===== config.mk =====
export PLATFORM = sky130hd
export DESIGN_NAME = i2c_master_bit_sequencer_top_flat
export DESIGN_NICKNAME = d
export VERILOG_FILES = /design/src/rtl/i2cms_pkg.sv /design/src/rtl/i2cms_if.sv /design/src/rtl/i2c_master_bit_sequencer_top.sv /design/src/rtl/i2cms_front.sv /design/src/rtl/i2cms_fifo.sv /design/src/rtl/i2cms_back.sv /design/src/flat_wrapper.sv
export SDC_FILE = /design/constraint.sdc
export NUM_CORES = 1
export LEC_CHECK = 0
export BUFFER_PORTS_ARGS = -buffer_cell sky130_fd_sc_hd__buf_2
export CAP_MARGIN = 0
export CORE_ASPECT_RATIO = 0.75
export CORE_MARGIN = 4
export CORE_UTILIZATION = 45
export DETAILED_ROUTE_END_ITERATION = 8
export GPL_TIMING_DRIVEN = 1
export PLACE_DENSITY = 0.72
export SLEW_MARGIN = 15
export SYNTH_ARGS = -nofsm -noshare
export SYNTH_HDL_FRONTEND = slang
export SYNTH_SLANG_ARGS = --single-unit

===== constraint.sdc =====
create_clock -name clk -period 2.5 [get_ports clk]
set_input_delay 0.5 -clock clk [delete_from_list [all_inputs] [get_ports clk]]
set_output_delay 0.5 -clock clk [all_outputs]
set_load 0.1 [all_outputs]

===== src/rtl/i2cms_pkg.sv =====
// shared types and constants for the i2c master bit sequencer
// no dependencies
package i2cms_pkg;

  // command codes carried in the op field
  localparam logic [2:0] OP_TICK      = 3'd0;
  localparam logic [2:0] OP_START     = 3'd1;
  localparam logic [2:0] OP_STOP      = 3'd2;
  localparam logic [2:0] OP_WRITE     = 3'd3;
  localparam logic [2:0] OP_READ_ACK  = 3'd4;
  localparam logic [2:0] OP_READ_NACK = 3'd5;

  // final phase of each sequence
  localparam logic [4:0] LAST_START = 5'd1;
  localparam logic [4:0] LAST_STOP  = 5'd2;
  localparam logic [4:0] LAST_BYTE  = 5'd18;

  // phases of the byte sequences
  localparam logic [4:0] PH_ACK_SLOT = 5'd16;
  localparam logic [4:0] PH_ACK_SAMP = 5'd17;

  localparam logic [2:0] BIT_MSB = 3'd7;

  // classified item passed from front to back through the queue
  typedef struct packed {
    logic       is_cmd;
    logic [2:0] op;
    logic [7:0] tx_byte;
    logic       sda_level;
  } item_t;

endpackage


===== src/rtl/i2cms_if.sv =====
// channel interfaces for items in and results out
// depends on nothing
interface i2cms_in_if;
  logic       valid;
  logic       ready;
  logic [2:0] op;
  logic [7:0] tx_byte;
  logic       sda_level;

  modport source (output valid, op, tx_byte, sda_level, input ready);
  modport sink   (input valid, op, tx_byte, sda_level, output ready);
endinterface

interface i2cms_out_if;
  logic       valid;
  logic       ready;
  logic       scl_low;
  logic       sda_low;
  logic       busy_res;
  logic       done_res;
  logic [7:0] rx_byte;
  logic       ack_received;
  logic       rejected;

  modport source (output valid, scl_low, sda_low, busy_res, done_res, rx_byte,
                  ack_received, rejected, input ready);
  modport sink   (input valid, scl_low, sda_low, busy_res, done_res, rx_byte,
                  ack_received, rejected, output ready);
endinterface


===== src/rtl/i2c_master_bit_sequencer_top.sv =====
// i2c master bit sequencer, top level
// depends on i2cms_pkg, i2cms_if, i2cms_front, i2cms_fifo, i2cms_back
//
// usage
//   item channel: op (0 tick, 1 start, 2 stop, 3 write, 4 read+ack,
//   5 read+nack), tx_byte for writes and the sampled sda_level. Each
//   transaction gives exactly one transaction on the result channel with
//   the scl/sda low-enables, busy, done, the last received byte, the last
//   ack level and a rejected flag for a command sent while busy.
//   A command only latches; each later tick moves the bus one phase
//   (start 2 ticks, stop 3, byte commands 19).
// timing
//   one item per cycle sustained while results are taken; the front
//   writes the queue on the accepting edge and the sequencer registers
//   the result from the queue head, so each item passes the queue and
//   then the result register. One phase update per item sets that rate.
// reset
//   rst is synchronous; it empties the queue and the result register,
//   idles the sequencer and releases both bus lines.
// stall
//   while the result is not taken the queue fills (QUEUE_DEPTH items),
//   then item.ready drops; nothing is lost or repeated.
module i2c_master_bit_sequencer_top #(
  parameter int QUEUE_DEPTH = 4
) (
  input  logic         clk,
  input  logic         rst,
  i2cms_in_if.sink     item,
  i2cms_out_if.source  result
);

  logic              push;
  logic              full;
  logic              pop;
  logic              not_empty;
  i2cms_pkg::item_t  push_item;
  i2cms_pkg::item_t  pop_item;

  // classify incoming items
  i2cms_front u_front (
    .item      (item),
    .full      (full),
    .push      (push),
    .push_item (push_item)
  );

  // decoupling queue
  i2cms_fifo #(
    .DEPTH (QUEUE_DEPTH)
  ) u_fifo (
    .clk       (clk),
    .rst       (rst),
    .push      (push),
    .push_item (push_item),
    .full      (full),
    .pop       (pop),
    .not_empty (not_empty),
    .pop_item  (pop_item)
  );

  // phase sequencer and result register
  i2cms_back u_back (
    .clk     (clk),
    .rst     (rst),
    .q_valid (not_empty),
    .q_item  (pop_item),
    .q_pop   (pop),
    .result  (result)
  );

endmodule


===== src/rtl/i2cms_front.sv =====
// front end: accepts items and classifies them as commands or ticks
// depends on i2cms_pkg and i2cms_in_if
module i2cms_front (
  i2cms_in_if.sink          item,
  input  logic              full,
  output logic              push,
  output i2cms_pkg::item_t  push_item
);

  // accept whenever the queue has room
  assign item.ready = !full;
  assign push       = item.valid && !full;

  // op codes six and seven fall through as ticks
  always_comb begin
    push_item.is_cmd    = (item.op >= i2cms_pkg::OP_START) &&
                          (item.op <= i2cms_pkg::OP_READ_NACK);
    push_item.op        = item.op;
    push_item.tx_byte   = item.tx_byte;
    push_item.sda_level = item.sda_level;
  end

endmodule


===== src/rtl/i2cms_fifo.sv =====
// small queue between front and back
// depends on i2cms_pkg
module i2cms_fifo #(
  parameter int DEPTH = 4
) (
  input  logic              clk,
  input  logic              rst,
  input  logic              push,
  input  i2cms_pkg::item_t  push_item,
  output logic              full,
  input  logic              pop,
  output logic              not_empty,
  output i2cms_pkg::item_t  pop_item
);

  localparam int PW = (DEPTH > 1) ? $clog2(DEPTH) : 1;
  localparam int CW = $clog2(DEPTH + 1);
  localparam logic [PW-1:0] PTR_LAST = PW'(DEPTH - 1);
  localparam logic [CW-1:0] CNT_FULL = CW'(DEPTH);

  i2cms_pkg::item_t mem [DEPTH];
  logic [PW-1:0] wr_ptr;
  logic [PW-1:0] rd_ptr;
  logic [CW-1:0] count;

  assign full      = (count == CNT_FULL);
  assign not_empty = (count != '0);
  assign pop_item  = mem[rd_ptr];

  // storage
  always_ff @(posedge clk) begin
    if (push) begin
      mem[wr_ptr] <= push_item;
    end
  end

  // pointers and fill count
  always_ff @(posedge clk) begin
    if (rst) begin
      wr_ptr <= '0;
      rd_ptr <= '0;
      count  <= '0;
    end else begin
      if (push) begin
        wr_ptr <= (wr_ptr == PTR_LAST) ? '0 : wr_ptr + 1'b1;
      end
      if (pop) begin
        rd_ptr <= (rd_ptr == PTR_LAST) ? '0 : rd_ptr + 1'b1;
      end
      if (push && !pop) begin
        count <= count + 1'b1;
      end else if (pop && !push) begin
        count <= count - 1'b1;
      end
    end
  end

endmodule


===== src/rtl/i2cms_back.sv =====
// back end: runs the bus phase sequencer and holds the result register
// depends on i2cms_pkg and i2cms_out_if
module i2cms_back (
  input  logic              clk,
  input  logic              rst,
  input  logic              q_valid,
  input  i2cms_pkg::item_t  q_item,
  output logic              q_pop,
  i2cms_out_if.source       result
);

  // sequencer state
  logic [2:0] cmd, cmd_next;
  logic [4:0] phase, phase_next;
  logic [7:0] shreg, shreg_next;
  logic [7:0] rxb, rxb_next;
  logic       ack, ack_next;
  logic       scl, scl_next;
  logic       sda, sda_next;
  logic       done_next;
  logic       rej_next;
  logic [4:0] last_phase;
  logic [2:0] bit_idx;
  logic       out_valid;

  // take the next item when the result register is free or being emptied
  assign q_pop = q_valid && (!out_valid || result.ready);

  assign bit_idx = i2cms_pkg::BIT_MSB - phase[3:1];

  always_comb begin
    priority if (cmd == i2cms_pkg::OP_START) begin
      last_phase = i2cms_pkg::LAST_START;
    end else if (cmd == i2cms_pkg::OP_STOP) begin
      last_phase = i2cms_pkg::LAST_STOP;
    end else begin
      last_phase = i2cms_pkg::LAST_BYTE;
    end
  end

  // next state for one transaction
  always_comb begin
    cmd_next   = cmd;
    phase_next = phase;
    shreg_next = shreg;
    rxb_next   = rxb;
    ack_next   = ack;
    scl_next   = scl;
    sda_next   = sda;
    done_next  = 1'b0;
    rej_next   = 1'b0;
    if (q_item.is_cmd) begin
      if (cmd != i2cms_pkg::OP_TICK) begin
        rej_next = 1'b1;
      end else begin
        cmd_next   = q_item.op;
        phase_next = '0;
        shreg_next = (q_item.op == i2cms_pkg::OP_WRITE) ? q_item.tx_byte : 8'h00;
      end
    end else if (cmd != i2cms_pkg::OP_TICK) begin
      // one bus phase
      priority if (cmd == i2cms_pkg::OP_START) begin
        if (phase == '0) sda_next = 1'b1;
        else scl_next = 1'b1;
      end else if (cmd == i2cms_pkg::OP_STOP) begin
        priority if (phase == 5'd0) sda_next = 1'b0 | 1'b1;
        else if (phase == 5'd1) scl_next = 1'b0;
        else sda_next = 1'b0;
      end else if (cmd == i2cms_pkg::OP_WRITE) begin
        priority if (!phase[4]) begin
          if (!phase[0]) begin
            scl_next = 1'b1;
            sda_next = !shreg[bit_idx];
          end else begin
            scl_next = 1'b0;
          end
        end else if (phase == i2cms_pkg::PH_ACK_SLOT) begin
          sda_next = 1'b0;
          scl_next = 1'b1;
        end else if (phase == i2cms_pkg::PH_ACK_SAMP) begin
          scl_next = 1'b0;
          ack_next = !q_item.sda_level;
        end else begin
          scl_next = 1'b1;
        end
      end else begin
        // read with ack or nack
        priority if (!phase[4]) begin
          if (!phase[0]) begin
            if (phase != '0) scl_next = 1'b1;
          end else begin
            scl_next   = 1'b0;
            shreg_next = {shreg[6:0], q_item.sda_level};
          end
        end else if (cmd == i2cms_pkg::OP_READ_ACK) begin
          priority if (phase == i2cms_pkg::PH_ACK_SLOT) begin
            scl_next = 1'b1;
            sda_next = 1'b1;
          end else if (phase == i2cms_pkg::PH_ACK_SAMP) begin
            scl_next = 1'b0;
          end else begin
            sda_next = 1'b0;
          end
        end else begin
          scl_next = (phase != i2cms_pkg::PH_ACK_SAMP);
        end
        if (phase == i2cms_pkg::LAST_BYTE) rxb_next = shreg;
      end
      // end of sequence or next phase
      if (phase >= last_phase) begin
        cmd_next   = i2cms_pkg::OP_TICK;
        phase_next = '0;
        done_next  = 1'b1;
      end else begin
        phase_next = phase + 1'b1;
      end
    end
  end

  // state and result register
  always_ff @(posedge clk) begin
    if (rst) begin
      cmd       <= i2cms_pkg::OP_TICK;
      phase     <= '0;
      shreg     <= '0;
      rxb       <= '0;
      ack       <= 1'b0;
      scl       <= 1'b0;
      sda       <= 1'b0;
      out_valid <= 1'b0;
    end else begin
      if (q_pop) begin
        cmd                 <= cmd_next;
        phase               <= phase_next;
        shreg               <= shreg_next;
        rxb                 <= rxb_next;
        ack                 <= ack_next;
        scl                 <= scl_next;
        sda                 <= sda_next;
        out_valid           <= 1'b1;
        result.scl_low      <= scl_next;
        result.sda_low      <= sda_next;
        result.busy_res     <= (cmd_next != i2cms_pkg::OP_TICK);
        result.done_res     <= done_next;
        result.rx_byte      <= rxb_next;
        result.ack_received <= ack_next;
        result.rejected     <= rej_next;
      end else if (result.ready) begin
        out_valid <= 1'b0;
      end
    end
  end

  assign result.valid = out_valid;

endmodule


===== src/flat_wrapper.sv =====
// flat-port wrapper written by rule: the top's interface ports become plain ports
module i2c_master_bit_sequencer_top_flat 
#(
  parameter int QUEUE_DEPTH = 4
)
  (clk, rst, item_valid, item_op, item_tx_byte, item_sda_level, item_ready, result_valid, result_scl_low, result_sda_low, result_busy_res, result_done_res, result_rx_byte, result_ack_received, result_rejected, result_ready);
  i2cms_in_if item_i ();
  i2cms_out_if result_i ();
  input  logic clk;
  input  logic rst;
  input wire logic [$bits(item_i.valid)-1:0] item_valid;
  input wire logic [$bits(item_i.op)-1:0] item_op;
  input wire logic [$bits(item_i.tx_byte)-1:0] item_tx_byte;
  input wire logic [$bits(item_i.sda_level)-1:0] item_sda_level;
  output wire logic [$bits(item_i.ready)-1:0] item_ready;
  output wire logic [$bits(result_i.valid)-1:0] result_valid;
  output wire logic [$bits(result_i.scl_low)-1:0] result_scl_low;
  output wire logic [$bits(result_i.sda_low)-1:0] result_sda_low;
  output wire logic [$bits(result_i.busy_res)-1:0] result_busy_res;
  output wire logic [$bits(result_i.done_res)-1:0] result_done_res;
  output wire logic [$bits(result_i.rx_byte)-1:0] result_rx_byte;
  output wire logic [$bits(result_i.ack_received)-1:0] result_ack_received;
  output wire logic [$bits(result_i.rejected)-1:0] result_rejected;
  input wire logic [$bits(result_i.ready)-1:0] result_ready;
  assign item_i.valid = item_valid;
  assign item_i.op = item_op;
  assign item_i.tx_byte = item_tx_byte;
  assign item_i.sda_level = item_sda_level;
  assign item_ready = item_i.ready;
  assign result_valid = result_i.valid;
  assign result_scl_low = result_i.scl_low;
  assign result_sda_low = result_i.sda_low;
  assign result_busy_res = result_i.busy_res;
  assign result_done_res = result_i.done_res;
  assign result_rx_byte = result_i.rx_byte;
  assign result_ack_received = result_i.ack_received;
  assign result_rejected = result_i.rejected;
  assign result_i.ready = result_ready;
  i2c_master_bit_sequencer_top #(.QUEUE_DEPTH(QUEUE_DEPTH)) u_core (.clk(clk), .rst(rst), .item(item_i), .result(result_i));
endmodule

# After elaboration in Yosys (flattened, before gate mapping)
# Memories as Yosys holds them, arrays and structs flattened. A register that Yosys moved wholly into a read port is not among the register bits.
# Index checks and enable logic that the tools add are counted.
classes:
  eq_ne: 18
  reduce_logical: 25
  bitwise_logic: 2
  add_sub_neg: 6
  n_mux: 80
  order_cmp: 4
op_table:
  columns: ["operator", "n"]
  rows:
  - ["8-bit two-way mux", 15]
  - ["1-bit two-way mux", 48]
  - ["5-bit two-way mux", 6]
  - ["3-bit two-way mux", 6]
  - ["5-bit equality test, second input constant", 3]
  - ["3-bit by 2-bit equality test with 1-bit output, second input constant", 3]
  - ["3-bit nonzero test", 3]
  - ["2-bit two-way mux", 4]
  - ["2-bit by 1-bit != test with 1-bit output, second input constant", 4]
  - ["8-bit AND reduction", 1]
  - ["2-bit nonzero test", 4]
  - ["3-bit equality test, second input constant", 2]
  - ["1-bit logical NOT", 6]
  - ["5-bit by 1-bit adder with 5-bit output, second input constant", 1]
  - ["5-bit by 1-bit equality test with 1-bit output, second input constant", 1]
  - ["5-bit greater-or-equal comparator", 1]
  - ["1-bit logical AND", 5]
  - ["5-bit logical NOT", 1]
  - ["5-bit != test, second input constant", 1]
  - ["5-bit nonzero test", 1]
  - ["2-bit by 1-bit adder with 2-bit output, second input constant", 2]
  - ["2-bit equality test, second input constant", 2]
  - ["3-bit by 4-bit < comparator with 1-bit output, second input constant", 1]
  - ["3-bit by 1-bit adder with 3-bit output, second input constant", 1]
  - ["other kinds (12)", 13]
totals:
  ramBits: 52
  n_memories: 1
  reg_bits: 49
  word_cells: 154
mem_list:
  columns: ["name", "words", "width", "read_ports", "rd_ports_with_merged_regs", "write_ports", "line", "rtl"]
  rows:
  - ["u_core.u_fifo.mem", 4, 13, 1, 1, 1, "i2cms_fifo.sv:21", "i2cms_pkg::item_t mem [DEPTH];"]

# Logic depth before layout (Yosys ltp)
logic_depth:
  word_depth: 11
  ltp_mapped: 11
  ltp_nobuf: 9

# Hierarchy
# Synthesis repeated with hierarchy kept, for this count alone.
hier_totals:
  hier_cells: 369
  hier_area_um2: 4719.5
by_module_without_submodules:
  columns: ["mod", "seq_area_each_um2", "instances", "cells_per_inst", "area_each_um2"]
  rows:
  - ["i2cms_fifo", 1741.7, 1, 111, 2323.5]
  - ["i2cms_back", 980.9, 1, 242, 2285.9]
  - ["i2cms_front", 0.0, 1, 16, 110.1]

# Worst setup path after synthesis
# OpenSTA, ideal clock, no wires.
synth_timing:
  path_kind: "register to register"
  start: "register u_core.u_fifo.count[0]"
  end: "register u_core.u_fifo.count[2]"
  slack_ps: -277
  setup_time_ps: 70
  period_less_slack_ps: 2777
  t_arrival_ps: 2706
  stages_incl_launch_ff: 11
  cell_sequence: "dfxtp_1 nor2_1 nand2_1 and2_1 clkbuf_1 ha_1 inv_1 fa_1 xor2_1 or3_1 a21oi_1"
synth_via:
  elab_chain_cells: 6
  word_cells_on_any_way: 14
  classes_between: "add/sub: 2; eq/ne: 1; mux: 2; reduce/logical: 9"
synth_rtl:
  columns: ["item", "line", "rtl"]
  rows:
  - ["start, declared", "i2cms_fifo.sv:24", "logic [CW-1:0] count;"]
  - ["start signal, assigned", "i2cms_fifo.sv:51", "count <= count + 1'b1;"]
  - ["start signal, assigned", "i2cms_fifo.sv:53", "count <= count - 1'b1;"]
  - ["3-bit equality test *", "i2cms_fifo.sv:26", "assign full = (count == CNT_FULL);"]
  - ["1-bit logical NOT *", null, null]
  - ["via item_ready", "flat_wrapper.sv:15", "output wire logic [$bits(item_i.ready)-1:0] item_ready;"]
  - ["1-bit logical AND *", "i2cms_front.sv:12", "assign push = item.valid && !full;"]
  - ["via u_core.push", "i2c_master_bit_sequencer_top.sv:32", "logic push;"]
  - ["1-bit logical NOT", "i2cms_fifo.sv:52", "end else if (pop && !push) begin"]
  - ["1-bit logical AND", "i2cms_fifo.sv:52", null]
  - ["2-bit nonzero test (no source line)", null, null]
# Mark *: on every way through the listed nets, which the timed path passes. The rest lies on a longest branch. The select of a mux whose other input is x is not followed.
# A chain may end at the register's enable or synchronous reset.

# Final worst setup path
layout_timing:
  start: "register u_core.u_back.phase[3]"
  end: "register u_core.u_back.result.sda_low, data pin"
layout_via:
  elab_chain_cells: 11
  word_cells_on_any_way: 23
  classes_between: "add/sub: 1; eq/ne: 3; mux: 17; reduce/logical: 2"
layout_rtl:
  columns: ["item", "line", "rtl"]
  rows:
  - ["start, declared", "i2cms_back.sv:14", "logic [4:0] phase, phase_next;"]
  - ["start signal, assigned", "i2cms_back.sv:134", "phase <= phase_next;"]
  - ["3-bit subtractor", "i2cms_back.sv:29", "assign bit_idx = i2cms_pkg::BIT_MSB - phase[3:1];"]
  - ["1-bit binary-select mux with 3-bit select", "i2cms_back.sv:73", "sda_next = !shreg[bit_idx];"]
  - ["1-bit two-way mux (not written as such)", "i2cms_back.sv:73", null]
  - ["1-bit logical NOT", "i2cms_back.sv:73", null]
  - ["1-bit two-way mux", "i2cms_back.sv:71", "if (!phase[0]) begin"]
  - ["1-bit two-way mux", "i2cms_back.sv:70", "priority if (!phase[4]) begin"]
  - ["1-bit two-way mux", "i2cms_back.sv:69", "end else if (cmd == i2cms_pkg::OP_WRITE) begin"]
  - ["1-bit two-way mux", "i2cms_back.sv:65", "end else if (cmd == i2cms_pkg::OP_STOP) begin"]
  - ["1-bit two-way mux *", "i2cms_back.sv:62", "priority if (cmd == i2cms_pkg::OP_START) begin"]
  - ["1-bit two-way mux *", "i2cms_back.sv:60", "end else if (cmd != i2cms_pkg::OP_TICK) begin"]
  - ["1-bit two-way mux *", "i2cms_back.sv:52", "if (q_item.is_cmd) begin"]
  - ["via u_core.u_back.sda_next", "i2cms_back.sv:19", "logic sda, sda_next;"]
  - ["end signal, assigned", "i2cms_back.sv:142", "result.sda_low <= sda_next;"]
  - ["end, declared", "i2cms_if.sv:25", "modport source (output valid, scl_low, sda_low, busy_res, done_res, rx_byte,"]
# Marked as above.

==> metrics.md <==
| Metric | Value |
|---|---|
| DP Wirelength | 6540 um |
| TritonRoute pass-1 iters | 4 |
| Routed WL | between 9000 and 10000 um |
| Worst-skew pair later-pin latency | between 0.3 and 0.4 ns |
| Worst setup EP type | flip-flop |
| CP top delay family | compound AO/OA/AOI/OAI gates |
| Total track usage | 0.169 |
| Outcome | finished, final reports clean |
| EDFF count, synth | 66 |
| Crit start category | flip-flop |
| Routed WL per cell | around 17 um |
| Initial DRC Count | between 200 and 250 |
| LEAKAGE | about 1.9 nW |
| Largest net degree at the start of global routing | 26 |
| Final net count | 440 |
| FMAX | ~0.41 GHz |
| Placement Cell Area | between 0.005 and 0.006 mm^2 |
| Arr. time, crit path | ~2.6 ns |
| # port buffers | 31 |
| Tcrit/Tclk final | 0.969 |
| Post-layout min period | 2.42 ns |
| Pins Over Slew Limit | 0 |
| # diodes | 0 |
| Root Driver | clkbuf_16 |
| Mux cell area share after synthesis | 0.110 |
| Synth Area in Compound Gates | 0.0949 |
| Yosys reg bits | between 100 and 150 |
| Max H-tree Level | 3 |
| Worst vdd ir | around 540 uV |
| R2r endpoint | u_core.u_back.result.sda_low |
| R2R Setup Slk | a little under 0.08 ns |
| Vias in the first global route | ~3000 |
| Die ar. | 0.0120 mm^2 |
| Synth warn | 0 |
| First-pass GRT wire length | 15700 um |
| Worst path slowest cell | a2111oi_0 |
| Required @ worst endpoint | about 2.7 ns |
| Crit-path max cell delay | between 0.6 and 0.7 ns |
| Post-synth ARST share | 0 |
| Sequential share of the synthesized area | 0.587 |
| Area grow syn2layout | 14.3% |
| Crit path to | u_core.u_back.result.sda_low |
| Row count | 31 |
| Ys flop type | edfxtp_1 |
| Critical path launch point | u_core.u_back.phase[3] |
| CTS tree | yes |
| Post-synth top area share | 0.427 |
| Initial Utilization | 0.471 |
| Setup skew after layout | 0.00523 ns |
| Num CTS Buffers | 9 |
| Reg2reg start | u_core.u_back.phase[3] |
| Pwr/cell area | 1150 mW/mm^2 |
| Cells after Synth | approximately 370 |
| WP depth | 5 |
| Hold path startpoint | item_tx_byte[7] |
| Post-Syn Area | approximately 0.0046 mm^2 |
| Vias/cell | ~5.6 |
| Max Buffers Root-to-Sink | 2 |
| Hold crit path type | input pin to flip-flop |
| Clock Sinks | between 100 and 150 |
| Syn avg cell area | roughly 13 um^2 |
| Pre-CTS setup slack | approximately 0.10 ns |
| Routability Congestion | approximately 0.88 |
| Dominant cells by area after synthesis | edfxtp_1 (43%), dfxtp_1 (16%), mux4_2 (6.8%), ha_1 (3.5%), mux2_2 (2.9%) |
| Tot Pwr | around 6 mW |
| Max-cap viol count | 0 |
| Slew @ Worst Pin | roughly 0.74 ns |
| Count of cell types in the netlist | 50 |
| Vias | ~3000 |
| Post-synth top area cell | edfxtp_1 |
| Worst setup margin | 0.0780 ns |
| Largest family of logic cells by synthesized area | simple AND/OR/NAND/NOR gates |
| Xor-xnor portion of the synthesized cell area | 0.00377 |
| Final Hold Fails | 0 |
| Die width | roughly 130 um |
| Synth Area in Simple Gates | 0.124 |
| Worst r2r path cells | 5 |
| Crit-path max FO | 8 |
| Setup Crit Path Kind | flip-flop to flip-flop |
| Drt drc | 0 |
| Core area | around 0.0099 mm^2 |
| Adder-Cell Fraction of Synth Area | 0.0394 |
| Critical Path, Cell by Cell | mux4_2 > and2_1 > a2111oi_0 > o31ai_1 > a31oi_1 |
| Die Y | approximately 96 um |
| Rel. slew slack | 0.505 |
| Setup tns final | 0 ns |
| Layout cells sized above 1 | 0.243 |
| Initial antenna violation count | 0 |
| CTS clock-pin slew for the worst setup and hold paths | ~0.070 ns |
| CP Buf/Inv Count | 0 |
| # setup viols final | 0 |
| I/O Pins | 32 |
| RSZ-0062 raised after global routing | no |
| Hold_ws | ~0.36 ns |
| GRT Residual Overflow | 0 |
| ANT nets after route | 0 |
| Finished Cell Area | 0.00531 mm^2 |
| Hold_buf cts | 0 |
| Syn_nets | between 300 and 400 |
## stage by stage
step / util / std cells
2_1_floorplan: - / 368
3_3_place_gp: 0.509 / 530
3_5_place_dp: 0.509 / 530
4_1_cts: 0.537 / 546
5_1_grt: 0.539 / 547
6_report: 0.539 / 547
## logic make-up (layout without fill, tap and decap cells)
family                     after synthesis  after routing
xor gates and xnor gates                 2              2
DFF                                    103            103
AOI/OAI and AO/OA                       66             66
buffers and inverters                   43             90
and+or+nand+nor                        108            108
muxes                                   32             32
adders and majority gates               14             14
## registers in the layout (all words and copies together) (netlist names), named ones only
register,cells
u_core.u_fifo.mem,52
u_core.u_back.result.rx_byte,8
u_core.u_back.rxb,8
u_core.u_back.shreg,8
u_core.u_back.phase,5
u_core.u_back.cmd,3
u_core.u_fifo.count,3
u_core.u_fifo.rd_ptr,2
u_core.u_fifo.wr_ptr,2
u_core.u_back.ack,1
u_core.u_back.result.ack_received,1
u_core.u_back.result.busy_res,1
u_core.u_back.result.done_res,1
u_core.u_back.result.rejected,1
u_core.u_back.result.scl_low,1
u_core.u_back.result.sda_low,1
u_core.u_back.result.valid,1
u_core.u_back.scl,1
u_core.u_back.sda,1
## repair_timing
action | CTS | global route
setup buffers | 0 | 1
endpoints found under the setup margin | 0 | 5
gates resized for setup | 0 | 2
endpoints found under the hold margin | 0 | 0
## worst min-delay path by stage
stage / end / slack, ns / cells after the start
finish: u_core.u_fifo.mem[0][8] / 0.36 / 1
global route: u_core.u_fifo.mem[0][8] / 0.35 / 1
CTS: u_core.u_fifo.mem[0][8] / 0.35 / 1
detailed placement: u_core.u_back.rxb[5] / 0.45 / 2
global placement: u_core.u_back.rxb[2] / 0.44 / 2
floorplan: u_core.u_back.rxb[0] / 0.43 / 2
## where the power goes
group | internal (mW) | total (mW) | switching, mW
combinational | 0.864 | 2.44 | 1.58
sequential | 2.11 | 2.29 | 0.175
clock | 0.697 | 1.35 | 0.654
total | 3.67 | 6.08 | 2.41
## routing by layer
metal,part of all wire,up-vias,track usage,routed length [um]
met2,0.48,76,0.275,4550
met4,0.012,0,0.0551,116
met5,0,-,0,0
li1,-,1466,-,-
met1,0.46,1511,0.219,4340
met3,0.053,10,0.0532,501
## layout by cell type, fill, tap and decap left out, types with 3 or more instances in the layout
cell / Yosys / layout
clkbuf_16: 0 / 9
buf_2: 7 / 31
buf_4: 2 / 22
ha_1: 13 / 13
dfxtp_1: 37 / 36
mux4_2: 14 / 14
nand2_1: 22 / 21
mux2_2: 12 / 12
or3_1: 3 / 3
nor2_1: 25 / 25
nor2b_1: 12 / 12
mux2i_1: 6 / 6
inv_1: 20 / 19
nand3_1: 12 / 12
edfxtp_1: 66 / 66
a31oi_1: 3 / 3
nor3b_1: 4 / 4
and3_1: 6 / 6
o21ai_0: 8 / 8
nor3_1: 6 / 5
a211oi_1: 14 / 14
a21oi_1: 24 / 24
## layout make-up
class / count / area (um^2)
Fill cell: 852 / 4540
Sequential cell: 103 / 2720
Multi-Input combinational cell: 222 / 1730
Clock buffer: 10 / 229
Clock inverter: 6 / 56.3
Timing Repair Buffer: 53 / 320
Tap cell: 132 / 165
Inverter: 21 / 78.8
## cell usage after synthesis, types with 3 or more instances
cell type	instances
edfxtp_1	66
dfxtp_1	37
nor2_1	25
a21oi_1	24
nand2_1	22
inv_1	20
a211oi_1	14
mux4_2	14
ha_1	13
mux2_2	12
nand3_1	12
nor2b_1	12
clkbuf_1	11
o21ai_0	8
buf_2	7
and3_1	6
mux2i_1	6
nor3_1	6
nor3b_1	4
a31oi_1	3
or3_1	3
No activity file was read; power rests on OpenSTA's default activity.
